===== config.mk =====
export PLATFORM = sky130hd
export DESIGN_NAME = go_back_n_sender_fast_retransmit
export DESIGN_NICKNAME = d
export VERILOG_FILES = /design/src/hdl/gbn_pkg.sv /design/src/hdl/go_back_n_sender_fast_retransmit.sv /design/src/hdl/gbn_ctrl.sv /design/src/hdl/gbn_dp.sv
export SDC_FILE = /design/constraint.sdc
export NUM_CORES = 1
export LEC_CHECK = 0
export BUFFER_PORTS_ARGS = -buffer_cell sky130_fd_sc_hd__clkbuf_2
export CAP_MARGIN = 40
export CORE_ASPECT_RATIO = 0.9
export CORE_MARGIN = 5
export CORE_UTILIZATION = 35
export CTS_CLUSTER_SIZE = 14
export DETAILED_ROUTE_END_ITERATION = 10
export GPL_ROUTABILITY_DRIVEN = 0
export GPL_TIMING_DRIVEN = 0
export PLACE_DENSITY = 0.49
export SYNTH_ARGS = -nofsm -noshare
export SYNTH_HDL_FRONTEND = slang
export SYNTH_HIERARCHICAL = 1
export SYNTH_SLANG_ARGS = --single-unit

===== constraint.sdc =====
create_clock -name clk -period 7.45 [get_ports clk]
set_input_delay 1.49 -clock clk [delete_from_list [all_inputs] [get_ports clk]]
set_output_delay 1.49 -clock clk [all_outputs]
set_load 0.01 [all_outputs]

===== src/hdl/gbn_pkg.sv =====
package gbn_pkg;

  localparam int SEQ_W         = 4;
  localparam int SEQ_COUNT     = 1 << SEQ_W;
  localparam int DUP_THRESHOLD = 3;
  localparam int DUP_W         = 2;
  localparam int WIN_W         = 4;
  localparam int TC_W          = 8;
  localparam int CFG_IDX_W     = 2;
  localparam int CFG_DATA_W    = 8;

  localparam logic [WIN_W-1:0] WIN_RESET   = WIN_W'(4);
  localparam logic [TC_W-1:0]  LIMIT_RESET = TC_W'(10);

  // input operation codes
  localparam logic [1:0] OP_DATA    = 2'd0;
  localparam logic [1:0] OP_ACK     = 2'd1;
  localparam logic [1:0] OP_TIMEOUT = 2'd2;

  // result action codes
  localparam logic [1:0] ACT_NONE   = 2'd0;
  localparam logic [1:0] ACT_XMIT   = 2'd1;
  localparam logic [1:0] ACT_REFUSE = 2'd2;
  localparam logic [1:0] ACT_ABORT  = 2'd3;

  // timer commands
  localparam logic [1:0] TMR_LEAVE = 2'd0;
  localparam logic [1:0] TMR_START = 2'd1;
  localparam logic [1:0] TMR_STOP  = 2'd2;

  // configuration register indexes
  localparam logic [CFG_IDX_W-1:0] CFG_WINDOW_SIZE = CFG_IDX_W'(0);
  localparam logic [CFG_IDX_W-1:0] CFG_RETX_LIMIT  = CFG_IDX_W'(1);

  typedef enum logic {
    ST_IDLE,
    ST_BURST
  } ctrl_state_t;

  typedef struct packed {
    logic load_in;
    logic load_burst;
  } dp_cmd_t;

  typedef struct packed {
    logic burst_start;
    logic burst_end;
  } dp_stat_t;

endpackage


===== src/hdl/go_back_n_sender_fast_retransmit.sv =====
// Channel   Direction  Handshake              Payload
// in_       input      in_valid / in_ready    operation, ack_seq, ack_checksum_ok
// out_      output     out_valid / out_ready  action, seq, timer_cmd, last
// cfg_      input      cfg_valid / cfg_ready  index (0 window_size, 1 retransmit_limit), data
//
// Data offers and acks give one result each; a new input is taken in every
// cycle while the output register is empty or being drained.
// A timeout with N slots outstanding, below the retransmit limit, gives N results, one per
// cycle while out_ready is high, all but the first from the burst counter in the datapath;
// no input is taken until the last is loaded. Reset is synchronous; cfg_ready is always high.
// A stall on out_ready holds the output register and blocks new input.
module go_back_n_sender_fast_retransmit (
  input  logic                             clk,
  input  logic                             rst_n,
  input  logic                             in_valid,
  output logic                             in_ready,
  input  logic [1:0]                       in_operation,
  input  logic [gbn_pkg::SEQ_W-1:0]        in_ack_seq,
  input  logic                             in_ack_checksum_ok,
  output logic                             out_valid,
  input  logic                             out_ready,
  output logic [1:0]                       out_action,
  output logic [gbn_pkg::SEQ_W-1:0]        out_seq,
  output logic [1:0]                       out_timer_cmd,
  output logic                             out_last,
  input  logic                             cfg_valid,
  output logic                             cfg_ready,
  input  logic [gbn_pkg::CFG_IDX_W-1:0]    cfg_index,
  input  logic [gbn_pkg::CFG_DATA_W-1:0]   cfg_data
);
  import gbn_pkg::*;

  dp_cmd_t  cmd;
  dp_stat_t stat;

  assign cfg_ready = 1'b1;

  gbn_ctrl u_ctrl (
    .clk       (clk),
    .rst_n     (rst_n),
    .in_valid  (in_valid),
    .in_ready  (in_ready),
    .out_valid (out_valid),
    .out_ready (out_ready),
    .stat      (stat),
    .cmd       (cmd)
  );

  gbn_dp u_dp (
    .clk                (clk),
    .rst_n              (rst_n),
    .cfg_we             (cfg_valid && cfg_ready),
    .cfg_index          (cfg_index),
    .cfg_data           (cfg_data),
    .in_operation       (in_operation),
    .in_ack_seq         (in_ack_seq),
    .in_ack_checksum_ok (in_ack_checksum_ok),
    .cmd                (cmd),
    .stat               (stat),
    .out_action         (out_action),
    .out_seq            (out_seq),
    .out_timer_cmd      (out_timer_cmd),
    .out_last           (out_last)
  );

endmodule


===== src/hdl/gbn_ctrl.sv =====
module gbn_ctrl (
  input  logic              clk,
  input  logic              rst_n,
  input  logic              in_valid,
  output logic              in_ready,
  output logic              out_valid,
  input  logic              out_ready,
  input  gbn_pkg::dp_stat_t stat,
  output gbn_pkg::dp_cmd_t  cmd
);
  import gbn_pkg::*;

  ctrl_state_t state_r, state_nxt;
  logic        out_valid_r, out_valid_nxt;
  logic        slot_free;
  logic        accept;

  assign slot_free = !out_valid_r || out_ready;
  assign in_ready  = (state_r == ST_IDLE) && slot_free;
  assign accept    = in_valid && in_ready;
  assign out_valid = out_valid_r;

  always_comb begin
    state_nxt = state_r;
    case (state_r)
      ST_IDLE: begin
        if (accept && stat.burst_start) state_nxt = ST_BURST;
      end
      ST_BURST: begin
        if (slot_free && stat.burst_end) state_nxt = ST_IDLE;
      end
      default: state_nxt = ST_IDLE;
    endcase
  end

  always_comb begin
    cmd.load_in    = accept;
    cmd.load_burst = (state_r == ST_BURST) && slot_free;
    if (cmd.load_in || cmd.load_burst) begin
      out_valid_nxt = 1'b1;
    end else if (out_ready) begin
      out_valid_nxt = 1'b0;
    end else begin
      out_valid_nxt = out_valid_r;
    end
  end

  always_ff @(posedge clk) begin
    if (!rst_n) begin
      state_r     <= ST_IDLE;
      out_valid_r <= 1'b0;
    end else begin
      state_r     <= state_nxt;
      out_valid_r <= out_valid_nxt;
    end
  end

endmodule


===== src/hdl/gbn_dp.sv =====
module gbn_dp (
  input  logic                             clk,
  input  logic                             rst_n,
  input  logic                             cfg_we,
  input  logic [gbn_pkg::CFG_IDX_W-1:0]    cfg_index,
  input  logic [gbn_pkg::CFG_DATA_W-1:0]   cfg_data,
  input  logic [1:0]                       in_operation,
  input  logic [gbn_pkg::SEQ_W-1:0]        in_ack_seq,
  input  logic                             in_ack_checksum_ok,
  input  gbn_pkg::dp_cmd_t                 cmd,
  output gbn_pkg::dp_stat_t                stat,
  output logic [1:0]                       out_action,
  output logic [gbn_pkg::SEQ_W-1:0]        out_seq,
  output logic [1:0]                       out_timer_cmd,
  output logic                             out_last
);
  import gbn_pkg::*;

  // configuration
  logic [WIN_W-1:0] win_size_r;
  logic [TC_W-1:0]  retx_limit_r;

  // protocol state
  logic [SEQ_W-1:0] base_r, base_nxt;
  logic [SEQ_W-1:0] next_r, next_nxt;
  logic [DUP_W-1:0] dup_r, dup_nxt;
  logic [SEQ_W-1:0] fas_r, fas_nxt;
  logic             fav_r, fav_nxt;
  logic [TC_W-1:0]  tc_r, tc_nxt;
  logic             abort_r, abort_nxt;

  // timeout burst
  logic [SEQ_W-1:0] burst_seq_r;
  logic [SEQ_W-1:0] burst_left_r;

  // result registers
  logic [1:0]       act_r;
  logic [SEQ_W-1:0] seq_r;
  logic [1:0]       tmr_r;
  logic             last_r;

  logic [1:0]       res_act;
  logic [SEQ_W-1:0] res_seq;
  logic [1:0]       res_tmr;
  logic             res_last;

  logic [SEQ_W-1:0] outstanding;
  logic [SEQ_W-1:0] ack_dist;
  logic [SEQ_W-1:0] ack_plus1;
  logic [WIN_W-1:0] eff_win;
  logic [DUP_W-1:0] dup_inc;
  logic [TC_W-1:0]  tc_inc;
  logic             dup_hit;

  assign outstanding = next_r - base_r;
  assign ack_dist    = in_ack_seq - base_r;
  assign ack_plus1   = in_ack_seq + SEQ_W'(1);
  assign dup_inc     = dup_r + DUP_W'(1);
  assign tc_inc      = (tc_r == '1) ? tc_r : tc_r + TC_W'(1);
  assign dup_hit     = (outstanding != '0) && (ack_plus1 == base_r) &&
                       !(fav_r && (in_ack_seq == fas_r));

  always_comb begin
    if (win_size_r == '0) begin
      eff_win = WIN_W'(1);
    end else if (win_size_r > WIN_W'(SEQ_COUNT - 1)) begin
      eff_win = WIN_W'(SEQ_COUNT - 1);
    end else begin
      eff_win = win_size_r;
    end
  end

  always_comb begin
    res_act          = ACT_NONE;
    res_seq          = '0;
    res_tmr          = TMR_LEAVE;
    res_last         = 1'b1;
    base_nxt         = base_r;
    next_nxt         = next_r;
    dup_nxt          = dup_r;
    fas_nxt          = fas_r;
    fav_nxt          = fav_r;
    tc_nxt           = tc_r;
    abort_nxt        = abort_r;
    stat.burst_start = 1'b0;
    stat.burst_end   = (burst_left_r == SEQ_W'(1));
    if (abort_r) begin
      res_act = ACT_ABORT;
    end else begin
      case (in_operation)
        OP_DATA: begin
          if (outstanding < eff_win) begin
            res_act  = ACT_XMIT;
            res_seq  = next_r;
            res_tmr  = (outstanding == '0) ? TMR_START : TMR_LEAVE;
            next_nxt = next_r + SEQ_W'(1);
          end else begin
            res_act = ACT_REFUSE;
          end
        end
        OP_ACK: begin
          tc_nxt = '0;
          if (in_ack_checksum_ok) begin
            if (ack_dist < outstanding) begin
              base_nxt = ack_plus1;
              dup_nxt  = '0;
              res_tmr  = (ack_plus1 == next_r) ? TMR_STOP : TMR_START;
            end else if (dup_hit) begin
              if (dup_inc >= DUP_W'(DUP_THRESHOLD)) begin
                dup_nxt = '0;
                fas_nxt = in_ack_seq;
                fav_nxt = 1'b1;
                res_act = ACT_XMIT;
                res_seq = base_r;
                res_tmr = TMR_START;
              end else begin
                dup_nxt = dup_inc;
              end
            end
          end
        end
        OP_TIMEOUT: begin
          if (outstanding != '0) begin
            tc_nxt = tc_inc;
            if (tc_inc >= retx_limit_r) begin
              abort_nxt = 1'b1;
              res_act   = ACT_ABORT;
              res_tmr   = TMR_STOP;
            end else begin
              // first retransmit now, the rest of the window follows
              res_act          = ACT_XMIT;
              res_seq          = base_r;
              res_tmr          = TMR_START;
              res_last         = (outstanding == SEQ_W'(1));
              stat.burst_start = (outstanding != SEQ_W'(1));
            end
          end
        end
        default: begin
        end
      endcase
    end
  end

  always_ff @(posedge clk) begin
    if (!rst_n) begin
      win_size_r   <= WIN_RESET;
      retx_limit_r <= LIMIT_RESET;
    end else if (cfg_we) begin
      case (cfg_index)
        CFG_WINDOW_SIZE: win_size_r   <= cfg_data[WIN_W-1:0];
        CFG_RETX_LIMIT:  retx_limit_r <= cfg_data[TC_W-1:0];
        default: begin
        end
      endcase
    end
  end

  always_ff @(posedge clk) begin
    if (!rst_n) begin
      base_r  <= '0;
      next_r  <= '0;
      dup_r   <= '0;
      fas_r   <= '0;
      fav_r   <= 1'b0;
      tc_r    <= '0;
      abort_r <= 1'b0;
    end else if (cmd.load_in) begin
      base_r  <= base_nxt;
      next_r  <= next_nxt;
      dup_r   <= dup_nxt;
      fas_r   <= fas_nxt;
      fav_r   <= fav_nxt;
      tc_r    <= tc_nxt;
      abort_r <= abort_nxt;
    end
  end

  always_ff @(posedge clk) begin
    if (cmd.load_in) begin
      act_r        <= res_act;
      seq_r        <= res_seq;
      tmr_r        <= res_tmr;
      last_r       <= res_last;
      burst_seq_r  <= base_r + SEQ_W'(1);
      burst_left_r <= outstanding - SEQ_W'(1);
    end else if (cmd.load_burst) begin
      act_r        <= ACT_XMIT;
      seq_r        <= burst_seq_r;
      tmr_r        <= TMR_LEAVE;
      last_r       <= stat.burst_end;
      burst_seq_r  <= burst_seq_r + SEQ_W'(1);
      burst_left_r <= burst_left_r - SEQ_W'(1);
    end
  end

  assign out_action    = act_r;
  assign out_seq       = seq_r;
  assign out_timer_cmd = tmr_r;
  assign out_last      = last_r;

endmodule


==> metrics.md, run 1 <==
| Metric | Value |
|---|---|
| Status | `complete, no violations` |
| First-pass GRT wire length | `13,430 µm` |
| Net Sw Frac | `approximately 29%` |
| Number of global-route vias before repair | `2,631` |
| Placed cells | `about 530` |
| Tcrit/Tclk final | `56.09%` |
| Ys flop type | `dfxtp_1` |
| Avg Cell Area, Syn | `9.399 µm²` |
| Most frequent cells in the layout | `38 x dfxtp_1, 33 x clkbuf_2, 31 x nand2_1` |
| Overall power | `0.6618 mW` |
| Post-synthesis cell area | `approximately 3500 µm²` |
| Post-synth EDFFs | `17` |
| # IOs | `34` |
| Clock network power share | `roughly 30%` |
| Peak VDD IR | `0.07924 mV` |
| Port Buffers | `32` |
| Synth Net Count | `428` |
| CTS tree | `built` |
| TritonCTS Buffers | `5` |
| Yosys warnings | `6` |
| Clk buf depth | `2` |
| Vias | `between 2,000 and 3,000` |
| Crit path launch type | `primary input` |
| WP buf/inv | `4` |
| Pwr dens | `167.2 nW/µm²` |
| CP top delay family | `compound AO/OA/AOI/OAI gates` |
| FP Rows | `34` |
| N_diodes | `0` |
| CTS clk-pin slew, worst paths | `between 0.1 and 0.15 ns` |
| Slowest stage delay, CP | `0.60 ns` |
| Setup TNS | `0 ns` |
| CORE AREA | `9742 µm²` |
| Total wire length | `7887 µm` |
| Pre-CTS setup slack | `2.944 ns` |
| Worst setup startpoint | `in_ack_seq[0]` |
| GR Util met2 | `20.58%` |
| Pin count of the biggest net entering global routing | `19` |
| Max-Cap Viols | `0` |
| Worst hold path type | `flip-flop to flip-flop` |
| Clock Latency Late Sink | `roughly 0.33 ns` |
| Logic pwr share | `19.6%` |
| Iter 0 DRT Violations | `66` |
| R2R Path Start | `u_dp/base_r[1]` |
| Register area share after synthesis | `36.07%` |
| Die Ht | `105.2 µm` |
| Post-synthesis cell count | `375` |
| Storage cell area | `1271 µm²` |
| XOR/XNOR Fraction of Synth Area | `7.632%` |
| Mux cell area share after synthesis | `5.431%` |
| Clock root buffer | `clkbuf_8` |
| Initial core utilization | `36.18%` |
| Met3 track demand over resource | `3.584%` |
| Final setup viols | `0` |
| Most common cell after layout, fill and taps aside | `dfxtp_1` |
| Die area | `approximately 12,000 µm²` |
| Simple-gate portion of the synthesized area | `around a fifth` |
| Switching pwr | `0.1909 mW` |
| Setup Skew | `0.006803 ns` |
| Largest family of logic cells by synthesized area | `simple AND/OR/NAND/NOR gates` |
| Measured slew at the worst slew-check pin | `0.8135 ns` |
| Post-CTS Resized | `0` |
| Final hold viol count | `0` |
| Post-route setup slack | `around 3.3 ns` |
| Gr usage total | `13.87%` |
| RSZ-0062 raised after global routing | `no` |
| Htree depth | `2` |
| Die width | `115.8 µm` |
| CP max FO | `6` |
| Internal power | `about 0.47 mW` |
| Multi-input gate area in the final layout | `a little over 2000 µm²` |
| Drt via density | `5.024` |
| Crit path capture type | `flip-flop` |
| Min-delay src | `u_dp/fas_r[2]` |
| Nets | `468` |
| Leakage | `1.618 nW` |
| Final hold slack | `0.4729 ns` |
| GR Util met1 | `20.33%` |
| Initial antenna violation count | `0` |
| CP Class | `primary input to flip-flop` |
| Seq pwr share | `50.6%` |
| WL per Instance | `14.55 µm` |
| FFs w/ async S/R, synth | `0%` |
| Achievable clock frequency | `239.3 MHz` |
| Post-CTS Hold Fix Bufs | `0` |
| Complex-gate fraction of the synthesized area | `13.81%` |
| Layer with the highest usage | `met2` |
| Slew Limit Fails | `0` |
| Critical-path top delay cell | `or4b_4` |
| Cell variety after synth | `57` |
| CP cell instances | `clkbuf_2 -> clkbuf_2 -> inv_1 -> ha_1 -> inv_1 -> fa_1 -> xor2_1 -> ha_1 -> o21a_1 -> nor2_1 -> a21oi_1 -> or4b_4 -> a21oi_4 -> a221o_1` |
| Synthesized flop and latch total | `55` |
| Clock sinks | `55` |
| Post-route ant nets | `0` |
| CP Data Arrival Time | `approximately 4.4 ns` |
| Min Tclk post-route | `4.179 ns` |
| Adder-cell share of the synthesized area | `11.43%` |
| CP required | `7.65 ns` |
| Worst slew margin | `a little under half` |
| # Post-CTS Setup Buffers | `0` |
| DRC violations left | `0` |
| # fillers | `994` |
| DP HPWL | `6208 µm` |
| TritonRoute pass-1 iters | `4` |
| Share of layout cells above drive strength 1 | `roughly 14%` |
| Area growth syn-to-layout | `12.32%` |
| Post-Layout Cell Count | `542` |
| Final global-route overflow total | `0` |
metrics by stage:
stage          utilization [%]  instance area [µm²]
6_report                 40.64                 3959
5_1_grt                  40.64                 3959
4_1_cts                  40.64                 3959
3_5_place_dp             39.49                 3847
3_3_place_gp             39.44                 3842
2_1_floorplan                -                 3525
worst register-to-register path, cell delays in order, from the launching register on:
cell,delay (ns)
dfxtp_1,0.45
inv_1,0.17
fa_1,0.45
xnor2_1,0.58
inv_1,0.18
ha_1,0.24
nor3_1,0.12
o21ai_0,0.23
a211oi_2,0.70
nand4_1,0.20
xnor2_1,0.15
and2_1,0.15
kinds of logic (layout without fill, tap and decap cells):
group | count (synthesis) | in the layout
AO/OA/AOI/OAI | 69 | 69
adder cells (fa/ha/maj) | 31 | 31
XOR/XNOR | 29 | 29
AND/OR/NAND/NOR | 129 | 129
other | 1 | 1
buffers and inverters | 42 | 83
flip-flops | 55 | 55
multiplexers | 19 | 19
worst paths after layout:
path                     endpoint  slack, ns  depth (start not counted)
setup / recovery  u_dp/out_seq[1]       3.27                         14
hold / removal      u_dp/fas_r[2]       0.47                          2
setup reg to reg   u_dp/next_r[3]       3.74                         11
hold reg to reg     u_dp/fas_r[2]       0.47                          2
synthesized netlist by cell type, drive strengths merged, types with 6 or more instances:
library cell,number,share of area [%]
mux2i,18,5.1
o21ai,9,1.3
nand4,6,1.1
a21oi,22,3.6
clkbuf,10,1.4
dfxtp,38,22
xnor2,15,3.7
nor2b,22,4.1
nor3,8,1.1
nand2,31,3.3
ha,29,10
nor2,15,1.8
a21boi,8,1.7
nand3,16,2.3
edfxtp,17,14
nand2b,10,1.8
xor2,13,3.2
inv,28,3.0
power groups by stage:
stage          registers (mW)  logic [mW]  clock network, mW
2_1_floorplan           0.343      0.0898                  0
3_3_place_gp            0.342       0.129                  0
3_5_place_dp            0.342       0.130                  0
4_1_cts                 0.335       0.131              0.205
5_1_grt                 0.337       0.148              0.219
6_report                0.335       0.130              0.197
registers in the layout, indices dropped and copies added (netlist names), 4 cells and up:
name / cells
u_dp/base_r: 4
u_dp/win_size_r: 4
u_dp/out_seq: 4
u_dp/retx_limit_r: 8
u_dp/burst_seq_r: 4
u_dp/tc_r: 8
u_dp/next_r: 4
u_dp/burst_left_r: 4
u_dp/fas_r: 4
layout make-up:
cell class	instances	share of cell area, %
multi-input cells	278	52.05
flip-flops and latches	55	32.11
repair buffers	33	4.172
well taps	126	3.982
inverters	28	2.655
clock buffers	6	2.370
plain buffers	14	2.212
clock inverters	2	0.4425
layer usage:
metal | vias up | part of all wire [%] | routed length [µm]
li1 | 1395 | - | -
met5 | - | 0 | 0
met4 | 0 | 0.68 | 54
met3 | 5 | 3.6 | 285
met2 | 34 | 43 | 3386
met1 | 1289 | 53 | 4160
Note: power is estimated with default switching activity, not from simulation.
==> inputs of run 2 (changes only) <==
--- a/config.mk
+++ b/config.mk
@@ -14,7 +14,7 @@
 export DETAILED_ROUTE_END_ITERATION = 10
 export GPL_ROUTABILITY_DRIVEN = 0
 export GPL_TIMING_DRIVEN = 0
-export PLACE_DENSITY = 0.49
+export PLACE_DENSITY = 0.51
 export SYNTH_ARGS = -nofsm -noshare
 export SYNTH_HDL_FRONTEND = slang
 export SYNTH_HIERARCHICAL = 1
==> constraint.sdc (replaced) <==
create_clock -name clk -period 3.7 [get_ports clk]
set_input_delay 0.74 -clock clk [delete_from_list [all_inputs] [get_ports clk]]
set_output_delay 0.74 -clock clk [all_outputs]
set_load 0.01 [all_outputs]
==> metrics.md, run 2 (same netlist as run 1, synthesis figures left out) <==
| Metric | Value |
|---|---|
| Total wire length | `between 7000 and 8000 µm` |
| Initial core utilization | `a little over a third` |
| Slowest stage delay, CP | `0.58 ns` |
| Htree depth | `2` |
| CORE AREA | `a little under 10,000 µm²` |
| Post-route ant nets | `0` |
| Number of global-route vias before repair | `approximately 2,600` |
| Iter 0 DRT Violations | `about 140` |
| Area growth syn-to-layout | `12.57%` |
| Drt via density | `4.921` |
| Setup Skew | `0.007875 ns` |
| Final hold viol count | `0` |
| First-pass GRT wire length | `12,920 µm` |
| Max-Cap Viols | `0` |
| Peak VDD IR | `0.1519 mV` |
| Min Tclk post-route | `3.401 ns` |
| Achievable clock frequency | `294.1 MHz` |
| Vias | `2,677` |
| Clk buf depth | `2` |
| Most frequent cells in the layout | `38 x dfxtp_1, 33 x clkbuf_2, 31 x nand2_1` |
| Status | `complete, no violations` |
| CP cell instances | `clkbuf_2 -> clkbuf_2 -> inv_1 -> ha_1 -> inv_1 -> fa_1 -> xor2_1 -> ha_1 -> o21a_1 -> nor2_1 -> a21oi_1 -> or4b_4 -> nor2_4 -> mux2i_1` |
| Clock sinks | `55` |
| Final global-route overflow total | `0` |
| Final setup viols | `0` |
| Overall power | `about 1.3 mW` |
| Gr usage total | `roughly an eighth` |
| TritonRoute pass-1 iters | `4` |
| Leakage | `1.621 nW` |
| DRC violations left | `0` |
| Pwr dens | `approximately 320 nW/µm²` |
| Pin count of the biggest net entering global routing | `18` |
| CP Data Arrival Time | `3.64 ns` |
| Initial antenna violation count | `0` |
| Crit path capture type | `flip-flop` |
| # IOs | `34` |
| Multi-input gate area in the final layout | `2076 µm²` |
| Tcrit/Tclk final | `91.91%` |
| Worst slew margin | `42.06%` |
| CTS tree | `built` |
| Post-CTS Hold Fix Bufs | `0` |
| TritonCTS Buffers | `5` |
| Clock root buffer | `clkbuf_8` |
| Port Buffers | `32` |
| Crit path launch type | `primary input` |
| CP Class | `primary input to flip-flop` |
| Setup TNS | `0 ns` |
| # fillers | `around 1,000` |
| Share of layout cells above drive strength 1 | `14.11%` |
| RSZ-0062 raised after global routing | `no` |
| WL per Instance | `14.37 µm` |
| Most common cell after layout, fill and taps aside | `dfxtp_1` |
| Measured slew at the worst slew-check pin | `0.8673 ns` |
| Die Ht | `105.2 µm` |
| Critical-path top delay cell | `or4b_4` |
| CP max FO | `6` |
| Nets | `470` |
| FP Rows | `34` |
| Slew Limit Fails | `0` |
| Die area | `~12,000 µm²` |
| Storage cell area | `1271 µm²` |
| Die width | `between 100 and 150 µm` |
| N_diodes | `0` |
| CP required | `slightly below 4 ns` |
| DP HPWL | `6078 µm` |
| Worst hold path type | `flip-flop to flip-flop` |
| Biggest regs | `u_dp/retx_limit_r x8, u_dp/tc_r x8` |
| Clock Latency Late Sink | `0.31 ns` |
| CTS clk-pin slew, worst paths | `roughly 0.1 ns` |
run 2: cell type report:
cell class | instances | area share, %
sequential | 55 | 32.04
buffer | 14 | 2.208
clock inverter | 1 | 0.09461
multi-input combinational | 278 | 52.32
inverter | 28 | 2.649
tap | 126 | 3.974
clock buffer | 7 | 2.176
timing repair buffer | 35 | 4.541
run 2: path summary, 6_finish.rpt:
kind                                      from             end  cells past startpoint  slack (ns)
worst min-delay path             u_dp/fas_r[3]   u_dp/fas_r[3]                      2        0.48
worst max-delay path             in_ack_seq[0]   u_dp/fas_r[2]                     14        0.30
worst min register to register   u_dp/fas_r[3]   u_dp/fas_r[3]                      2        0.48
worst max register to register  u_dp/base_r[2]  u_dp/next_r[3]                     13        0.36
run 2: stage by stage:
step	hold WS, ns	util [%]	instance area [µm²]	instances	setup WS, ns
after floorplan	0.4405	-	3525	375	0.3956
after global placement	0.4540	39.44	3842	533	-0.06976
after CTS	0.4823	40.42	3938	542	0.1489
final	0.4794	40.73	3968	544	0.2993
after global routing	0.4973	40.73	3968	544	0.01979
after detailed placement	0.4610	39.49	3847	534	-0.02204
run 2: routing by layer:
metal	vias to the layer above	wire length, µm	part of all wire (%)	track usage [%]
met2	37	3350	43	19.39
met5	-	0	0	0
li1	1397	-	-	-
met3	7	253	3.2	2.197
met4	0	55	0.70	2.734
met1	1236	4158	53	19.99
run 2: what timing repair did:
action	CTS	global route
resized for setup	0	2
endpoints found under the setup margin	0	13
setup buffers	0	2
run 2: power by group:
part / internal, mW / switching (mW)
logic: 0.111 / 0.153
registers: 0.660 / 0.0148
clock network: 0.151 / 0.198
total: 0.922 / 0.365
run 2: critical path, delay by kind of cell:
kind / cells / cell delay [ns]
simple gates: 3 / 0.89
buf+inv: 4 / 0.39
xor+xnor: 1 / 0.18
mux: 1 / 0.21
compound gates: 2 / 0.43
fa+ha+maj: 3 / 0.79
